[config.mk]
export PLATFORM = sky130hd
export DESIGN_NAME = motor_param_write_encoder_core
export DESIGN_NICKNAME = d
export VERILOG_FILES = /design/src/rtl/mpwe_pkg.sv /design/src/rtl/mpwe_front.sv /design/src/rtl/mpwe_fric.sv /design/src/rtl/motor_param_write_encoder_core.sv
export SDC_FILE = /design/constraint.sdc
export NUM_CORES = 2
export LEC_CHECK = 0
export ABC_AREA = 1
export BUFFER_PORTS_ARGS = -buffer_cell sky130_fd_sc_hd__buf_2
export CAP_MARGIN = 20
export CORE_ASPECT_RATIO = 1.5
export CORE_MARGIN = 3
export CORE_UTILIZATION = 50
export CTS_BUF_LIST = sky130_fd_sc_hd__clkbuf_8
export CTS_CLUSTER_DIAMETER = 120
export DETAILED_ROUTE_END_ITERATION = 8
export PLACE_DENSITY = 0.74
export SLEW_MARGIN = 25
export SYNTH_ARGS = -nofsm -noshare
export SYNTH_HDL_FRONTEND = slang
export SYNTH_SLANG_ARGS = --single-unit
[constraint.sdc]
create_clock -name clk_i -period 19.7 [get_ports clk_i]
set_input_delay 1.97 -clock clk_i [delete_from_list [all_inputs] [get_ports clk_i]]
set_output_delay 1.97 -clock clk_i [all_outputs]
set_load 0.1 [all_outputs]
[src/rtl/mpwe_pkg.sv]
// shared types, opcodes and constant-divisor helpers for the motor parameter write encoder
package mpwe_pkg;

  typedef enum logic [3:0] {
    OP_SENS     = 4'd0,
    OP_FFB_STR  = 4'd1,
    OP_SCALE    = 4'd2,
    OP_DAMPER   = 4'd3,
    OP_FRICTION = 4'd4,
    OP_INERTIA  = 4'd5,
    OP_FILTER   = 4'd6,
    OP_EFF_INT  = 4'd7,
    OP_EFF_STR  = 4'd8,
    OP_SPR_STR  = 4'd9,
    OP_DMP_STR  = 4'd10
  } op_e;

  localparam logic [1:0] CFG_EXTENDED = 2'd0;
  localparam logic [1:0] CFG_MIRROR   = 2'd1;
  localparam logic [1:0] CFG_STRENGTH = 2'd2;

  localparam logic [7:0]  STRENGTH_RESET = 8'd100;
  localparam logic [7:0]  PCT_MAX        = 8'd100;
  localparam logic [11:0] DEG_MIN        = 12'd90;
  localparam logic [11:0] DEG_MAX        = 12'd2520;
  localparam logic [11:0] DEG_SPLIT      = 12'd1000;
  localparam logic [11:0] DEG_BIAS       = 12'd1270;
  localparam logic [7:0]  SENS_OFFSET    = 8'd129;   // -127 mod 256
  localparam logic [7:0]  LINEAR_CODE    = 8'haa;
  localparam logic [4:0]  FILTER_MAX     = 5'd20;
  localparam logic [4:0]  FILTER_MIRROR  = 5'd10;
  localparam logic [4:0]  FILTER_KNEE    = 5'd9;
  localparam logic [7:0]  EFFECT_MAX     = 8'd12;
  localparam logic [7:0]  ADDR_BASE      = 8'h20;

  // floor(x/100) for x < 2^23 by reciprocal multiply
  localparam logic [23:0] DIV100_MUL   = 24'd10737419;
  localparam int          DIV100_SHIFT = 30;
  // floor(x/10) for x < 2^12
  localparam logic [12:0] DIV10_MUL    = 13'd6554;
  localparam int          DIV10_SHIFT  = 16;

  typedef struct packed {
    op_e         op;
    logic        ok;
    logic [7:0]  lo;
    logic [6:0]  vcap;
    logic [11:0] deg;
    logic        lin;
    logic [22:0] p0;
    logic [6:0]  rampc;
    logic [6:0]  strc;
  } front_t;

  typedef struct packed {
    logic       valid;
    logic       ok;
    op_e        op;
    logic [7:0] d0;
  } meta_t;

  function automatic logic [15:0] div100(input logic [22:0] x);
    logic [46:0] prod;
    prod = 47'(x) * 47'(DIV100_MUL);
    return prod[DIV100_SHIFT +: 16];
  endfunction

  function automatic logic [7:0] div10(input logic [11:0] x);
    logic [24:0] prod;
    prod = 25'(x) * 25'(DIV10_MUL);
    return prod[DIV10_SHIFT +: 8];
  endfunction

endpackage

[src/rtl/mpwe_front.sv]
// input stage: clamps, opcode check and first friction product
module mpwe_front (
  input  logic            clk_i,
  input  logic            rst_ni,
  input  logic            start_i,
  input  logic            ext_en_i,
  input  logic [7:0]      strength_i,
  input  logic [3:0]      op_i,
  input  logic [15:0]     setting_value_i,
  input  logic            auto_rotation_i,
  input  logic [15:0]     auto_degrees_i,
  input  logic [7:0]      ramp_percent_i,
  input  logic            calibration_active_i,
  input  logic            linear_scale_i,
  output logic            valid_o,
  output mpwe_pkg::front_t front_o
);
  import mpwe_pkg::*;

  logic   valid_q;
  front_t front_q, front_d;

  always_comb begin
    logic [15:0] deg_raw;
    logic [7:0]  lo;
    op_e         op;
    deg_raw = auto_rotation_i ? auto_degrees_i : setting_value_i;
    lo      = setting_value_i[7:0];
    op      = op_e'(op_i);

    front_d.op = op;
    front_d.ok = (op_i <= OP_DMP_STR) &&
                 !(!ext_en_i && (op == OP_SCALE || op == OP_INERTIA || op == OP_FILTER));
    front_d.lo = lo;
    front_d.vcap = (lo > PCT_MAX) ? PCT_MAX[6:0] : lo[6:0];
    if (deg_raw < 16'(DEG_MIN)) begin
      front_d.deg = DEG_MIN;
    end else if (deg_raw > 16'(DEG_MAX)) begin
      front_d.deg = DEG_MAX;
    end else begin
      front_d.deg = deg_raw[11:0];
    end
    front_d.lin   = linear_scale_i | calibration_active_i;
    // v * 65535 as a shift and subtract
    front_d.p0    = {front_d.vcap, 16'd0} - 23'(front_d.vcap);
    front_d.rampc = (ramp_percent_i > PCT_MAX) ? PCT_MAX[6:0] : ramp_percent_i[6:0];
    front_d.strc  = (strength_i > PCT_MAX) ? PCT_MAX[6:0] : strength_i[6:0];
  end

  always_ff @(posedge clk_i or negedge rst_ni) begin
    if (!rst_ni) begin
      valid_q <= 1'b0;
    end else begin
      valid_q <= start_i;
    end
  end

  always_ff @(posedge clk_i) begin
    front_q <= front_d;
  end

  assign valid_o = valid_q;
  assign front_o = front_q;

endmodule

[src/rtl/mpwe_fric.sv]
// friction scaling chain: alternating multiply and divide-by-100 stages
module mpwe_fric (
  input  logic        clk_i,
  input  logic [22:0] p0_i,
  input  logic [6:0]  ramp_i,
  input  logic [6:0]  str_i,
  output logic [15:0] word_o
);
  import mpwe_pkg::*;

  logic [15:0] q1_q, q2_q, q3_q;
  logic [22:0] p2_q, p3_q;
  logic [6:0]  ramp1_q;
  logic [6:0]  str1_q, str2_q, str3_q;

  always_ff @(posedge clk_i) begin
    q1_q    <= div100(p0_i);
    ramp1_q <= ramp_i;
    str1_q  <= str_i;

    p2_q    <= 23'(q1_q) * 23'(ramp1_q);
    str2_q  <= str1_q;

    q2_q    <= div100(p2_q);
    str3_q  <= str2_q;

    p3_q    <= 23'(q2_q) * 23'(str3_q);

    q3_q    <= div100(p3_q);
  end

  assign word_o = q3_q;

endmodule

[src/rtl/motor_param_write_encoder_core.sv]
// top level: config registers, byte encoding stage, item alignment and result register
// a result strobes on done_o once its start_i edge has passed the front register, the
// five-stage friction multiply/divide chain and the result register, in that order
// throughput: one item per cycle, every stage is a plain register that never stalls
// busy_o stays low; results cannot be held off and leave one per cycle in order
// reset clears the valid line and sets extended off, mirror off, strength 100
module motor_param_write_encoder_core (
  input  logic        clk_i,
  input  logic        rst_ni,
  input  logic        start_i,
  output logic        busy_o,
  input  logic        cfg_we_i,
  input  logic [1:0]  cfg_idx_i,
  input  logic [7:0]  cfg_wdata_i,
  input  logic [3:0]  op_i,
  input  logic [15:0] setting_value_i,
  input  logic        auto_rotation_i,
  input  logic [15:0] auto_degrees_i,
  input  logic [7:0]  ramp_percent_i,
  input  logic        calibration_active_i,
  input  logic        linear_scale_i,
  output logic        done_o,
  output logic        supported_o,
  output logic [7:0]  motor_address_o,
  output logic [1:0]  write_length_o,
  output logic [7:0]  data_low_o,
  output logic [7:0]  data_high_o
);
  import mpwe_pkg::*;

  localparam int MetaDepth = 5;

  logic       ext_q, mirror_q;
  logic [7:0] strength_q;

  logic        front_valid;
  front_t      front;
  logic [15:0] fric_word;

  meta_t meta_d;
  meta_t meta_q [MetaDepth];

  logic       done_q, supported_q;
  logic [7:0] addr_q, data_low_q, data_high_q;
  logic [1:0] len_q;

  always_ff @(posedge clk_i or negedge rst_ni) begin
    if (!rst_ni) begin
      ext_q      <= 1'b0;
      mirror_q   <= 1'b0;
      strength_q <= STRENGTH_RESET;
    end else if (cfg_we_i) begin
      case (cfg_idx_i)
        CFG_EXTENDED: ext_q      <= cfg_wdata_i[0];
        CFG_MIRROR:   mirror_q   <= cfg_wdata_i[0];
        CFG_STRENGTH: strength_q <= cfg_wdata_i;
        default:      ;
      endcase
    end
  end

  mpwe_front u_front (
    .clk_i               (clk_i),
    .rst_ni              (rst_ni),
    .start_i             (start_i),
    .ext_en_i            (ext_q),
    .strength_i          (strength_q),
    .op_i                (op_i),
    .setting_value_i     (setting_value_i),
    .auto_rotation_i     (auto_rotation_i),
    .auto_degrees_i      (auto_degrees_i),
    .ramp_percent_i      (ramp_percent_i),
    .calibration_active_i(calibration_active_i),
    .linear_scale_i      (linear_scale_i),
    .valid_o             (front_valid),
    .front_o             (front)
  );

  mpwe_fric u_fric (
    .clk_i (clk_i),
    .p0_i  (front.p0),
    .ramp_i(front.rampc),
    .str_i (front.strc),
    .word_o(fric_word)
  );

  // byte encoding for every setting but friction
  always_comb begin
    logic [11:0] sx;
    logic [7:0]  sq;
    logic [4:0]  f;
    logic [14:0] pct;
    logic [15:0] pq;
    logic        ok;
    logic [7:0]  d0;

    sx  = (front.deg < DEG_SPLIT) ? (DEG_BIAS - front.deg) : front.deg;
    sq  = div10(sx);
    f   = (front.lo > 8'(FILTER_MAX)) ? FILTER_MAX : front.lo[4:0];
    pct = {front.vcap, 8'd0} - 15'(front.vcap);
    pq  = div100(23'(pct));
    ok  = front.ok;
    d0  = 8'd0;

    case (front.op)
      OP_SENS:     d0 = (front.deg < DEG_SPLIT) ? (8'd0 - sq) : (sq + SENS_OFFSET);
      OP_FFB_STR:  d0 = front.lo;
      OP_SCALE:    d0 = front.lin ? LINEAR_CODE : 8'd0;
      OP_DAMPER,
      OP_INERTIA:  d0 = pq[7:0];
      OP_FRICTION: d0 = 8'd0;
      OP_FILTER: begin
        if (mirror_q && f <= FILTER_KNEE) begin
          d0 = {3'd0, FILTER_MIRROR - f};
        end else begin
          d0 = {3'd0, FILTER_MAX - f};
        end
      end
      OP_EFF_INT:  d0 = {1'b0, front.vcap};
      OP_EFF_STR,
      OP_SPR_STR,
      OP_DMP_STR:  d0 = (front.lo > EFFECT_MAX) ? EFFECT_MAX : front.lo;
      default:     ok = 1'b0;
    endcase

    meta_d.valid = front_valid;
    meta_d.ok    = ok;
    meta_d.op    = front.op;
    meta_d.d0    = d0;
  end

  // item metadata rides alongside the friction chain
  always_ff @(posedge clk_i or negedge rst_ni) begin
    if (!rst_ni) begin
      for (int i = 0; i < MetaDepth; i++) begin
        meta_q[i] <= '0;
      end
    end else begin
      meta_q[0] <= meta_d;
      for (int i = 1; i < MetaDepth; i++) begin
        meta_q[i] <= meta_q[i-1];
      end
    end
  end

  always_ff @(posedge clk_i or negedge rst_ni) begin
    if (!rst_ni) begin
      done_q <= 1'b0;
    end else begin
      done_q <= meta_q[MetaDepth-1].valid;
    end
  end

  always_ff @(posedge clk_i) begin
    if (meta_q[MetaDepth-1].ok) begin
      supported_q <= 1'b1;
      addr_q      <= ADDR_BASE + 8'(meta_q[MetaDepth-1].op);
      if (meta_q[MetaDepth-1].op == OP_FRICTION) begin
        len_q       <= 2'd2;
        data_low_q  <= fric_word[7:0];
        data_high_q <= fric_word[15:8];
      end else begin
        len_q       <= 2'd1;
        data_low_q  <= meta_q[MetaDepth-1].d0;
        data_high_q <= 8'd0;
      end
    end else begin
      supported_q <= 1'b0;
      addr_q      <= 8'd0;
      len_q       <= 2'd0;
      data_low_q  <= 8'd0;
      data_high_q <= 8'd0;
    end
  end

  // fully pipelined, never refuses a start
  assign busy_o          = 1'b0;
  assign done_o          = done_q;
  assign supported_o     = supported_q;
  assign motor_address_o = addr_q;
  assign write_length_o  = len_q;
  assign data_low_o      = data_low_q;
  assign data_high_o     = data_high_q;

endmodule
==> impl_metrics.env <==
export IMPL_top_usage_layer="met2"
export IMPL_synth_cell_types=65
export IMPL_min_from="u_fric.str2_q[3]"
export IMPL_route_detailed_drc=0
export IMPL_grt_pass1_wl_um=221700
export IMPL_cp_common_cell="inv_1"
export IMPL_holdBufCountCts=0
export IMPL_seqCellArea_um2=6300
export IMPL_cts_htree_levels=2
export IMPL_synth_ff_type="dfxtp_1"
export IMPL_clkTransAtPathRegs_ns=0.07
export IMPL_tightest_slew_ns=1.053
export IMPL_synthesis_area_um2=53190
export IMPL_synth_area_leaders="fa_1 33%, ha_1 24%, inv_1 12%, dfxtp_1 8.0%, nand2_1 5.3%"
export IMPL_seq_area_frac_synth_pct=11.84
export IMPL_grt_use_total_pct=25.52
export IMPL_vias=38970
export IMPL_rows=145
export IMPL_cp_slowest_cell="o21ai_1"
export IMPL_gr_total_overflow=0
export IMPL_ff2ff_setup_slack_ns=12.07
export IMPL_reg2reg_from="u_front.front_o[50]"
export IMPL_area_growth_pct=6.191
export IMPL_die_area_um2=110400
export IMPL_cp_required_ns=20.25
export IMPL_slowest_delay_ns=0.81
export IMPL_drt_first_pass_iters=5
export IMPL_fin_setup_tns_ns=0
export IMPL_cts_max_path_buffers=3
export IMPL_async_flop_share_pct=27.89
export IMPL_place_hpwl_um=121600
export IMPL_setup_viol=0
export IMPL_slew_headroom_pct=29.31
export IMPL_clk_latency_ns=0.68
export IMPL_rsz0062_at_grt="false"
export IMPL_via_per_inst=5.184
export IMPL_synth_top_area_share_pct=32.67
export IMPL_use_met2_pct=48.46
export IMPL_critical_path_top_delay_family="adder cells"
export IMPL_grt_pass1_vias=43160
export IMPL_yosys_warnings=0
export IMPL_synth_seq_cells=294
export IMPL_crit_arrival_ns=8.17
export IMPL_min_path_cells=0
export IMPL_r2r_end="meta_q[63]"
export IMPL_wl_per_cell_um=18.18
export IMPL_antenna_found_initial=5
export IMPL_grt_max_degree=83
export IMPL_cts_resized=0
export IMPL_cts_root_buf="clkbuf_8"
export IMPL_yosysMostFrequentCell="inv_1"
export IMPL_drive_gt1_share_pct=3.792
export IMPL_startpoint_type="flop"
export IMPL_dr_first_iter_drc_count=1513
export IMPL_gr_usage_met1_pct=28.02
export IMPL_maxSlewViolCount=0
export IMPL_io_pins=90
export IMPL_nets=8037
export IMPL_synth_edff_count=0
export IMPL_numPortBuffers=85
export IMPL_hold_path_class="reg -> reg"
export IMPL_path_max_fanout=18
export IMPL_min_period_ns=7.626
export IMPL_die_x_um=272.3
export IMPL_postSynthCellCount=5977
export IMPL_ys_top_cells_by_count="1650 x inv_1, 1029 x ha_1, 868 x fa_1"
export IMPL_finalHoldViolations=0
export IMPL_cts_sinks=294
export IMPL_cts_setup_buffers=0
export IMPL_start_util_pct=50.73
export IMPL_cp_end_kind="flop"
export IMPL_finClkSkew_ns=0.02768
export IMPL_drt_wl_total_um=136700
export IMPL_multi_input_area_um2=40480
export IMPL_place_gp_congestion=0.9927
export IMPL_met3_usage_pct=2.660
export IMPL_path_buf_inv=10
export IMPL_hold_path_end="u_fric.str3_q[3]"
export IMPL_nFillCells=9710
export IMPL_cts_tree="built"
export IMPL_r2r_cells=32
export IMPL_status="complete, no violations"
export IMPL_fin_crit_sh_pct=38.71
export IMPL_fmax_ghz=0.1311
export IMPL_synth_area_leader_cell="fa_1"
export IMPL_final_antenna_net_count=0
export IMPL_synth_area_per_cell_um2=8.899
export IMPL_core_area_um2=104900
export IMPL_dieHeight_um=405.5
export IMPL_cap_violations=0
export IMPL_cts_buffers=48
export IMPL_crit_type="reg -> reg"
## cell type report
cell class | count | share of cell area [%]
Timing Repair Buffer | 87 | 0.7908
Antenna cell | 3 | 0.01329
Multi-Input combinational cell | 3984 | 71.67
Clock inverter | 30 | 0.7775
Tap cell | 1396 | 3.092
Sequential cell | 294 | 11.15
Inverter | 1664 | 11.07
Clock buffer | 59 | 1.438
## metal layers
layer | part of all wire (%) | vias up | routed length, um
met1 | 38 | 19140 | 51310
met3 | 3.5 | 372 | 4784
met2 | 53 | 895 | 72280
met5 | 0 | - | 0
li1 | - | 18560 | -
met4 | 6.1 | 0 | 8318
## stage by stage
| stage | instances | setup WS, ns | area, um2 | util (%) | hold WS [ns] |
|---|---|---|---|---|---|
| floorplan | 5980 | 13.17 | 53200 | - | 0.3096 |
| global placement | 7425 | 12.18 | 55220 | 52.66 | 0.3108 |
| detailed placement | 7425 | 12.07 | 55220 | 52.66 | 0.3121 |
| CTS | 7514 | 12.03 | 56470 | 53.86 | 0.3139 |
| global route | 7517 | 11.57 | 56490 | 53.87 | 0.3130 |
| finish | 7517 | 12.07 | 56490 | 53.87 | 0.3156 |
## cell usage in the layout, fill, tap and decap left out, drive strengths merged, types with 4 or more instances in the layout
cell	n
inv	1675
ha	1029
fa	868
nand2	768
nor2	331
a21oi	274
dfxtp	212
o21ai	181
nand3	115
xor2	88
buf	87
dfrtp	79
clkbuf	59
nor3	45
xnor2	44
nand4	29
a31oi	29
o21bai	22
o21a	22
a21o	17
nor4	16
or2	14
bufinv	10
o211ai	9
o31ai	9
a211oi	8
a22o	8
a221oi	7
a21boi	7
nand3b	6
clkinv	6
o2111ai	5
mux2i	5
and3	4
mux2	4
conb	4
## cells by family (layout without fill, tap and decap cells)
kind of cell,Yosys count,after routing,share of synthesized area (%)
buffers and inverters,1702,1840,12.08
flip-flops,294,294,11.84
AO/OA/AOI/OAI,611,611,6.539
other,1,7,0.007050
AND/OR/NAND/NOR,1331,1331,10.31
adder cells (fa/ha/maj),1897,1897,56.87
multiplexers,9,9,0.1788
XOR/XNOR,132,132,2.173
## worst max path at each step
| stage | startpoint | to | slack, ns | depth (start not counted) |
|---|---|---|---|---|
| after global placement | u_front.front_o[50] | meta_q[63] | 12.18 | 26 |
| after floorplan | u_front.front_o[50] | meta_q[63] | 13.17 | 32 |
| after CTS | u_front.front_o[50] | meta_q[63] | 12.03 | 26 |
| after detailed placement | u_front.front_o[50] | meta_q[63] | 12.07 | 26 |
| after global routing | u_front.front_o[50] | meta_q[63] | 11.57 | 32 |
| final | u_front.front_o[50] | meta_q[63] | 12.07 | 32 |
## flip-flops by register name (all words and copies together) (netlist names), 16 cells and up
signal,count
u_fric.p2_q,23
u_fric.word_o,16
u_fric.q2_q,16
u_fric.p3_q,23
u_front.front_o,66
u_fric.q1_q,16
meta_q,70
Power is not shown: default switching activity piles up to over one toggle a cycle in this logic, so the estimate is an artifact.
